File: src/hdl/bcgd_pkg.sv
package bcgd_pkg;

  // Fixed widths of the configuration channel
  localparam int unsigned CFG_DATA_W = 20;
  localparam int unsigned CFG_IDX_W  = 2;

  // Timer default width and register reset values
  localparam int unsigned TIMER_WIDTH_DEF  = 20;
  localparam int unsigned DBL_TICKS_RESET  = 32768;
  localparam int unsigned LONG_TICKS_RESET = 16384;

  // Configuration register indexes
  typedef enum logic [CFG_IDX_W-1:0] {
    REG_DOUBLE_CLICK_TICKS = 2'd0,
    REG_LONG_CLICK_TICKS   = 2'd1
  } cfg_reg_t;

  // One result: the seven event flags of a tick
  typedef struct packed {
    logic click_begin;
    logic click_end;
    logic click;
    logic double_click;
    logic long_begin;
    logic long_end;
    logic long_click;
  } flags_t;

endpackage

File: src/hdl/bcgd_cfg_regs.sv
module bcgd_cfg_regs #(
  parameter int unsigned TIMER_WIDTH = bcgd_pkg::TIMER_WIDTH_DEF
) (
  input  logic                             clk,
  input  logic                             rst_n,
  input  logic                             cfg_valid,
  input  logic [bcgd_pkg::CFG_IDX_W-1:0]   cfg_index,
  input  logic [bcgd_pkg::CFG_DATA_W-1:0]  cfg_wdata,
  output logic [TIMER_WIDTH-1:0]           dbl_ticks,
  output logic [TIMER_WIDTH-1:0]           long_ticks
);
  import bcgd_pkg::*;

  logic [TIMER_WIDTH-1:0]            dbl_ticks_r;
  logic [TIMER_WIDTH-1:0]            long_ticks_r;
  logic [TIMER_WIDTH+CFG_DATA_W-1:0] wdata_ext;
  logic [TIMER_WIDTH-1:0]            wdata_fit;

  // Zero-extend, then keep the timer width (truncates when narrower)
  assign wdata_ext = {{TIMER_WIDTH{1'b0}}, cfg_wdata};
  assign wdata_fit = wdata_ext[TIMER_WIDTH-1:0];

  always_ff @(posedge clk) begin
    if (!rst_n) begin
      dbl_ticks_r  <= TIMER_WIDTH'(DBL_TICKS_RESET);
      long_ticks_r <= TIMER_WIDTH'(LONG_TICKS_RESET);
    end else if (cfg_valid) begin
      case (cfg_index)
        REG_DOUBLE_CLICK_TICKS: dbl_ticks_r  <= wdata_fit;
        REG_LONG_CLICK_TICKS:   long_ticks_r <= wdata_fit;
        default: ;
      endcase
    end
  end

  assign dbl_ticks  = dbl_ticks_r;
  assign long_ticks = long_ticks_r;

endmodule

File: src/hdl/bcgd_core.sv
module bcgd_core #(
  parameter int unsigned TIMER_WIDTH = bcgd_pkg::TIMER_WIDTH_DEF
) (
  input  logic                   clk,
  input  logic                   rst_n,
  input  logic                   adv,
  input  logic                   level,
  input  logic [TIMER_WIDTH-1:0] dbl_ticks,
  input  logic [TIMER_WIDTH-1:0] long_ticks,
  output bcgd_pkg::flags_t       flags
);
  import bcgd_pkg::*;

  logic                   last_level_r,  last_level_nxt;
  logic                   pending_r,     pending_nxt;
  logic                   long_act_r,    long_act_nxt;
  logic [TIMER_WIDTH-1:0] dbl_cnt_r,     dbl_cnt_nxt;
  logic                   dbl_run_r,     dbl_run_nxt;
  logic [TIMER_WIDTH-1:0] long_cnt_r,    long_cnt_nxt;
  logic                   long_run_r,    long_run_nxt;

  logic long_exp;
  logic dbl_exp;

  // A running timer at one or zero expires this tick
  assign long_exp = long_run_r && (long_cnt_r <= TIMER_WIDTH'(1));
  assign dbl_exp  = dbl_run_r  && (dbl_cnt_r  <= TIMER_WIDTH'(1));

  always_comb begin
    last_level_nxt = last_level_r;
    pending_nxt    = pending_r;
    long_act_nxt   = long_act_r;
    dbl_cnt_nxt    = dbl_cnt_r;
    dbl_run_nxt    = dbl_run_r;
    long_cnt_nxt   = long_cnt_r;
    long_run_nxt   = long_run_r;
    flags          = '0;

    // Long timer first
    if (long_run_r) begin
      if (long_exp) begin
        long_cnt_nxt      = '0;
        long_run_nxt      = 1'b0;
        long_act_nxt      = level;
        flags.long_begin  = level;
      end else begin
        long_cnt_nxt = long_cnt_r - TIMER_WIDTH'(1);
      end
    end

    // Double-click window; its expiry starts the long timer
    if (dbl_run_r) begin
      if (dbl_exp) begin
        dbl_cnt_nxt  = '0;
        dbl_run_nxt  = 1'b0;
        pending_nxt  = 1'b0;
        long_act_nxt = 1'b0;
        long_cnt_nxt = long_ticks;
        long_run_nxt = 1'b1;
      end else begin
        dbl_cnt_nxt = dbl_cnt_r - TIMER_WIDTH'(1);
      end
    end

    // Level change
    if (level != last_level_r) begin
      long_run_nxt = 1'b0;
      long_cnt_nxt = '0;
      if (long_act_nxt) begin
        flags.long_end   = 1'b1;
        flags.long_click = 1'b1;
        long_act_nxt     = 1'b0;
      end
      if (level) begin
        dbl_run_nxt       = 1'b0;
        dbl_cnt_nxt       = '0;
        flags.click_begin = 1'b1;
        if (pending_nxt) begin
          pending_nxt        = 1'b0;
          flags.double_click = 1'b1;
        end else begin
          pending_nxt = 1'b1;
          dbl_cnt_nxt = dbl_ticks;
          dbl_run_nxt = 1'b1;
        end
      end else begin
        flags.click_end = 1'b1;
        flags.click     = 1'b1;
      end
      last_level_nxt = level;
    end
  end

  always_ff @(posedge clk) begin
    if (!rst_n) begin
      last_level_r <= 1'b0;
      pending_r    <= 1'b0;
      long_act_r   <= 1'b0;
      dbl_cnt_r    <= '0;
      dbl_run_r    <= 1'b0;
      long_cnt_r   <= '0;
      long_run_r   <= 1'b0;
    end else if (adv) begin
      last_level_r <= last_level_nxt;
      pending_r    <= pending_nxt;
      long_act_r   <= long_act_nxt;
      dbl_cnt_r    <= dbl_cnt_nxt;
      dbl_run_r    <= dbl_run_nxt;
      long_cnt_r   <= long_cnt_nxt;
      long_run_r   <= long_run_nxt;
    end
  end

endmodule

File: src/hdl/button_click_gesture_detector_top.sv
// Button click gesture detector.
// Input channel (in_valid / in_stall / in_pressed): one transaction per timer
// tick, carrying the sampled button level. Result channel (out_valid /
// out_stall / out_*): exactly one transaction per input tick, seven event
// flags (click begin/end, click, double click, long begin/end/click).
// Configuration channel (cfg_valid / cfg_ready / cfg_index / cfg_wdata):
// index 0 sets the double-click window, index 1 the long-click delay, both in
// ticks; other indexes are ignored. cfg_ready is always high. Write only while
// the block is idle; a new value applies at the next timer start.
// A tick is held in the input register, then its flags in the result
// register. Throughput: one tick per cycle while the receiver does not stall;
// the whole tick update is one pass of logic between the two registers.
// Reset (rst_n low, synchronous): both channels go empty, the button level,
// pending-click and long-click state and both timers clear, and the two
// configuration registers return to 32768 and 16384 ticks.
// Receiver stall: the result register holds; the input register keeps its
// tick and in_stall rises, so no tick is lost or processed twice.
module button_click_gesture_detector_top #(
  parameter int unsigned TIMER_WIDTH = bcgd_pkg::TIMER_WIDTH_DEF
) (
  input  logic                             clk,
  input  logic                             rst_n,
  // Input channel
  input  logic                             in_valid,
  output logic                             in_stall,
  input  logic                             in_pressed,
  // Result channel
  output logic                             out_valid,
  input  logic                             out_stall,
  output logic                             out_click_begin,
  output logic                             out_click_end,
  output logic                             out_click,
  output logic                             out_double_click,
  output logic                             out_long_begin,
  output logic                             out_long_end,
  output logic                             out_long_click,
  // Configuration channel
  input  logic                             cfg_valid,
  output logic                             cfg_ready,
  input  logic [bcgd_pkg::CFG_IDX_W-1:0]   cfg_index,
  input  logic [bcgd_pkg::CFG_DATA_W-1:0]  cfg_wdata
);
  import bcgd_pkg::*;

  logic                   in_valid_r,  in_valid_nxt;
  logic                   in_level_r;
  logic                   out_valid_r, out_valid_nxt;
  flags_t                 out_flags_r;
  flags_t                 flags;
  logic                   in_accept;
  logic                   adv;
  logic [TIMER_WIDTH-1:0] dbl_ticks;
  logic [TIMER_WIDTH-1:0] long_ticks;

  assign cfg_ready = 1'b1;

  // Process the held tick whenever the result register is free or draining
  assign adv       = in_valid_r && (!out_valid_r || !out_stall);
  assign in_stall  = in_valid_r && !adv;
  assign in_accept = in_valid && !in_stall;

  always_comb begin
    in_valid_nxt = in_valid_r;
    if (in_accept) begin
      in_valid_nxt = 1'b1;
    end else if (adv) begin
      in_valid_nxt = 1'b0;
    end
  end

  always_comb begin
    out_valid_nxt = out_valid_r;
    if (adv) begin
      out_valid_nxt = 1'b1;
    end else if (!out_stall) begin
      out_valid_nxt = 1'b0;
    end
  end

  always_ff @(posedge clk) begin
    if (!rst_n) begin
      in_valid_r  <= 1'b0;
      out_valid_r <= 1'b0;
    end else begin
      in_valid_r  <= in_valid_nxt;
      out_valid_r <= out_valid_nxt;
    end
  end

  // Payload registers: capture the tick on accept, the flags on advance
  always_ff @(posedge clk) begin
    if (in_accept) begin
      in_level_r <= in_pressed;
    end
    if (adv) begin
      out_flags_r <= flags;
    end
  end

  bcgd_cfg_regs #(
    .TIMER_WIDTH (TIMER_WIDTH)
  ) u_cfg_regs (
    .clk        (clk),
    .rst_n      (rst_n),
    .cfg_valid  (cfg_valid),
    .cfg_index  (cfg_index),
    .cfg_wdata  (cfg_wdata),
    .dbl_ticks  (dbl_ticks),
    .long_ticks (long_ticks)
  );

  bcgd_core #(
    .TIMER_WIDTH (TIMER_WIDTH)
  ) u_core (
    .clk        (clk),
    .rst_n      (rst_n),
    .adv        (adv),
    .level      (in_level_r),
    .dbl_ticks  (dbl_ticks),
    .long_ticks (long_ticks),
    .flags      (flags)
  );

  assign out_valid        = out_valid_r;
  assign out_click_begin  = out_flags_r.click_begin;
  assign out_click_end    = out_flags_r.click_end;
  assign out_click        = out_flags_r.click;
  assign out_double_click = out_flags_r.double_click;
  assign out_long_begin   = out_flags_r.long_begin;
  assign out_long_end     = out_flags_r.long_end;
  assign out_long_click   = out_flags_r.long_click;

endmodule

File: config.mk
export PLATFORM = sky130hd
export DESIGN_NAME = button_click_gesture_detector_top
export DESIGN_NICKNAME = d
export VERILOG_FILES = /design/src/hdl/bcgd_pkg.sv /design/src/hdl/bcgd_cfg_regs.sv /design/src/hdl/bcgd_core.sv /design/src/hdl/button_click_gesture_detector_top.sv
export SDC_FILE = /design/constraint.sdc
export NUM_CORES = 1
export LEC_CHECK = 0
export BUFFER_PORTS_ARGS = -buffer_cell sky130_fd_sc_hd__buf_2
export CAP_MARGIN = 20
export CORE_UTILIZATION = 35
export DETAILED_ROUTE_END_ITERATION = 7
export PLACE_DENSITY = 0.61
export SYNTH_ARGS = -nofsm -noshare
export SYNTH_HDL_FRONTEND = slang
export SYNTH_SLANG_ARGS = --single-unit
File: constraint.sdc
create_clock -name clk -period 7.45 [get_ports clk]
set_clock_uncertainty 0.15 [all_clocks]
set_input_delay 0.745 -clock clk [delete_from_list [all_inputs] [get_ports clk]]
set_output_delay 0.745 -clock clk [all_outputs]
set_load 0.1 [all_outputs]
==> impl_summary.log <==
[metrics] outcome: finished, final reports clean
[metrics] wire length of the first global-routing pass: between 20000 and 25000 µm
[metrics] Die Wd: about 120 µm
[metrics] launching element of the worst setup path: in_level_r
[metrics] met1 usage in global routing: 0.285
[metrics] max-cap violation count: 0
[metrics] critical path startpoint category: register
[metrics] Yosys Warn Count: 0
[metrics] Area Overhead vs Synth: 11.8%
[metrics] busiest layer in global routing: met2
[metrics] critical path data required time: about 7.5 ns
[metrics] Flop pwr share: 0.481
[metrics] type of the worst min-delay path: reg2reg
[metrics] I/O pin cnt: 38
[metrics] reg2reg start: in_level_r
[metrics] number of vias per cell after detailed routing: ~5.6
[metrics] routed wire length: 13000 µm
[metrics] sort of element at the end of the critical path: register
[metrics] Worst Reg2Reg Path Length in Cells: 6
[metrics] largest net degree at the start of global routing: 58
[metrics] worst-path cell chain: ha_1 -> or2b_2 -> clkinv_1 -> nor2_1 -> nand3_1 -> o311ai_0
[metrics] count of buffers inserted at the top-level ports: 36
[metrics] Synth Area in Compound Gates: 0.221
[metrics] drt first pass iters: 5
[metrics] ys flop type: sky130_fd_sc_hd__dfxtp_1
[metrics] time the final worst path needs with I/O delays and setup: between 3 and 4 ns
[metrics] maximum clock path buffer count: 2
[metrics] HP Start: u_cfg_regs.dbl_ticks[14]
[metrics] cell area after layout: ~5200 µm²
[metrics] initial cell density of the core: 0.363
[metrics] antenna viol nets, final: 0
[metrics] via count: 4275
[metrics] Inserted Clock Buffers: 9
[metrics] distinct cell type count after synthesis: 69
[metrics] vias in the first global route: about 4000
[metrics] simple-gate share of the synthesized area: 0.272
[metrics] number of endpoints failing setup at the final stage: 0
[metrics] # rows: a little over 40
[metrics] fraction of final layout cells with drive strength greater than 1: 0.146
[metrics] standard cell area after detailed placement: 4870 µm²
[metrics] floorplan die area: about 14000 µm²
[metrics] post-synth design cell area: around 4600 µm²
[metrics] buffer and inverter count on the worst path: 1
[metrics] detail-routed net length per standard cell: ~17 µm
[metrics] max incr delay on CP: around 0.57 ns
[metrics] count of flip-flops with a built-in enable after synthesis: 6
[metrics] PD cells: 213 nW/µm²
[metrics] residual DRC count: 0
[metrics] main combinational cell family by area after synthesis: simple AND/OR/NAND/NOR gates
[metrics] post-CTS sizing: 0
[metrics] data arrival time of the worst path: 3.15 ns
[metrics] proportion of power drawn by the clock network: 0.404
[metrics] total area of multi-input combinational cells: ~2500 µm²
[metrics] final total negative setup slack: 0 ns
[metrics] worst vdd rail ir drop: between 100 and 150 µV
[metrics] critical-path maximum fanout: 14
[metrics] worst rel slew slack: 0.390
[metrics] # hold bufs at CTS: 0
[metrics] post-synthesis sequential area ratio: 0.416
[metrics] layout net count: between 600 and 700
[metrics] CTS H-Tree Depth: 3
[metrics] Antenna Cells: 0
[metrics] Hold Fails Final Rpt: 0
[metrics] sink count of the clock tree: 93
[metrics] most numerous cell types in the synthesized netlist: sky130_fd_sc_hd__nand2_1 (117), sky130_fd_sc_hd__dfxtp_1 (87), sky130_fd_sc_hd__a21oi_1 (60), sky130_fd_sc_hd__o21ai_0 (35), sky130_fd_sc_hd__nor2_1 (29)
[metrics] Final GP Congestion: a little under 0.9
[metrics] fraction of the mapped netlist area in adder cells: 0.0163
[metrics] CTS tree: built
[metrics] XOR/XNOR Fraction of Synth Area: 0.0225
[metrics] capture endpoint of the worst hold path: u_cfg_regs.dbl_ticks[14]
[metrics] average cell area after synthesis: slightly above 8 µm²
[metrics] switch share: 0.286
[metrics] number of antenna violations at the first check in global routing: 0
[metrics] most common cell in the netlist: sky130_fd_sc_hd__nand2_1
[metrics] Crit-path slowest cell: sky130_fd_sc_hd__nor2_1
[metrics] Max Freq: between 0.3 and 0.4 GHz
[metrics] logic gate share of total power: 0.115
[metrics] gate family responsible for the most delay along the worst path: simple AND/OR/NAND/NOR gates
[metrics] total congestion overflow: 0
[metrics] cell at the root of the clock tree: sky130_fd_sc_hd__clkbuf_16
[metrics] Worst-path clk slew: 0.07 ns
[metrics] cell types with the largest area share after synthesis: sky130_fd_sc_hd__dfxtp_1 (38%), sky130_fd_sc_hd__nand2_1 (9.5%), sky130_fd_sc_hd__a21oi_1 (6.5%)
[metrics] post-layout power: about 1.1 mW
[metrics] internal reg-to-reg setup slack: 4.38 ns
[metrics] count of cells along the worst hold path: 2
[metrics] post-route clock period utilization: 0.411
[metrics] ys async rst share: 0
[metrics] DP Wirelength: just over 9000 µm
[metrics] number of filler cells placed in the layout: 1340
[metrics] power spent charging and discharging nets: roughly 0.31 mW
[metrics] DIE HEIGHT: approximately 120 µm
[metrics] RSZ-0062 raised after global routing: false
[metrics] share of Yosys cell area claimed by the top area cell type: 0.377
[metrics] Worst-Margin Slew: between 0.9 and 1 ns
[metrics] setup repair bufs after CTS: 0
[metrics] area taken by flip-flops and latches: 1920 µm²
[metrics] critical setup path kind: reg2reg
[metrics] cell-internal power: around 0.78 mW
[metrics] mux contribution to synthesized area: 0.00434
[metrics] Synthesized Nets: approximately 600
[metrics] Starting DRT DRC Count: just under 400
[metrics] cell taking the most area after synthesis: sky130_fd_sc_hd__dfxtp_1
[metrics] grt met2 use: 0.306
[metrics] GRT Total Usage: 0.199
[metrics] reg-to-reg endpoint: u_core.dbl_cnt_r[10]
[metrics] met3 demand-to-capacity share in global routing: 0.0263
[metrics] Pins Over Slew Limit: 0
[metrics] clock latency of the later-clocked register in the worst-skew pair: roughly 0.34 ns
[metrics] Pleak: ~1.8 nW
[metrics] Post-Synthesis Cells: 567
[metrics] Yosys reg bits: 93
[metrics] Core Box Area: 12700 µm²
worst max path at each step:
stage                                end  depth (start not counted)
finish              u_core.dbl_cnt_r[10]                          6
global route        u_core.dbl_cnt_r[10]                          6
CTS                  u_core.dbl_cnt_r[3]                          6
detailed placement   u_core.dbl_cnt_r[9]                          9
global placement     u_core.dbl_cnt_r[9]                          9
floorplan                       in_stall                          1
state kept, by name, indices dropped and copies added, names as in the netlist:
register               count
u_core.long_cnt_r         20
out_click_begin            1
u_core.pending_r           1
out_long_end               1
out_valid                  1
out_long_begin             1
out_double_click           1
u_cfg_regs.dbl_ticks      20
u_core.long_act_r          1
u_core.dbl_cnt_r          20
in_valid_r                 1
in_level_r                 1
out_click_end              1
u_core.dbl_run_r           1
u_core.long_run_r          1
u_core.last_level_r        1
u_cfg_regs.long_ticks     20
power by group through the flow:
| stage | registers [mW] | clock network (mW) | logic, mW |
|---|---|---|---|
| after floorplan | 0.545 | 0 | 0.0820 |
| after global placement | 0.538 | 0 | 0.124 |
| after detailed placement | 0.539 | 0 | 0.125 |
| after CTS | 0.527 | 0.452 | 0.125 |
| after global routing | 0.529 | 0.471 | 0.137 |
| final | 0.528 | 0.444 | 0.126 |
layer usage:
layer	wire length [µm]	part of all wire
met1	6260	0.48
met2	5710	0.44
met3	724	0.056
met4	256	0.020
met5	0	0
cells by family (layout without fill, tap and decap cells):
logic type,count (synthesis),after routing
XOR/XNOR,11,11
AND/OR/NAND/NOR,251,251
AO/OA/AOI/OAI,158,158
multiplexers,2,2
buffers and inverters,45,67
other,1,1
flip-flops,93,93
adder cells (fa/ha/maj),6,6
cell usage in the layout (no fill, tap or decap), types with 7 or more instances in the layout:
| cell | instances |
|---|---|
| sky130_fd_sc_hd__clkbuf_16 | 9 |
| sky130_fd_sc_hd__xnor2_1 | 7 |
| sky130_fd_sc_hd__nor3_1 | 24 |
| sky130_fd_sc_hd__a21oi_1 | 60 |
| sky130_fd_sc_hd__nor4_1 | 9 |
| sky130_fd_sc_hd__nand3_1 | 19 |
| sky130_fd_sc_hd__dfxtp_1 | 87 |
| sky130_fd_sc_hd__o22ai_1 | 8 |
| sky130_fd_sc_hd__inv_1 | 9 |
| sky130_fd_sc_hd__buf_2 | 36 |
| sky130_fd_sc_hd__nand2_1 | 117 |
| sky130_fd_sc_hd__nor2_2 | 7 |
| sky130_fd_sc_hd__o21ai_0 | 35 |
| sky130_fd_sc_hd__a32oi_1 | 8 |
| sky130_fd_sc_hd__or3_1 | 9 |
| sky130_fd_sc_hd__a22oi_1 | 7 |
| sky130_fd_sc_hd__nor2_1 | 29 |
worst register-to-register path: stages, from the launching register on:
cell	delay (ns)
sky130_fd_sc_hd__edfxtp_1	0.46
sky130_fd_sc_hd__ha_1	0.55
sky130_fd_sc_hd__or2b_2	0.26
sky130_fd_sc_hd__clkinv_1	0.25
sky130_fd_sc_hd__nor2_1	0.57
sky130_fd_sc_hd__nand3_1	0.36
sky130_fd_sc_hd__o311ai_0	0.38
metrics by stage:
| step | setup WS (ns) | cells | utilization | hold WS [ns] |
|---|---|---|---|---|
| finish | 4.38 | 761 | 0.405 | 0.308 |
| global route | 4.08 | 761 | 0.405 | 0.328 |
| CTS | 4.40 | 761 | 0.405 | 0.306 |
| detailed placement | 4.35 | 745 | 0.383 | 0.297 |
| global placement | 4.40 | 745 | 0.383 | 0.295 |
| floorplan | 4.64 | 567 | - | 0.275 |
final cells by class:
class                           count  share of cell area
Clock buffer                       10              0.0444
Clock inverter                      6              0.0107
Inverter                           11             0.00801
Multi-Input combinational cell    429               0.482
Sequential cell                    93               0.373
Tap cell                          172              0.0417
Timing Repair Buffer               40              0.0408
Power figures use the tool's default switching activity.
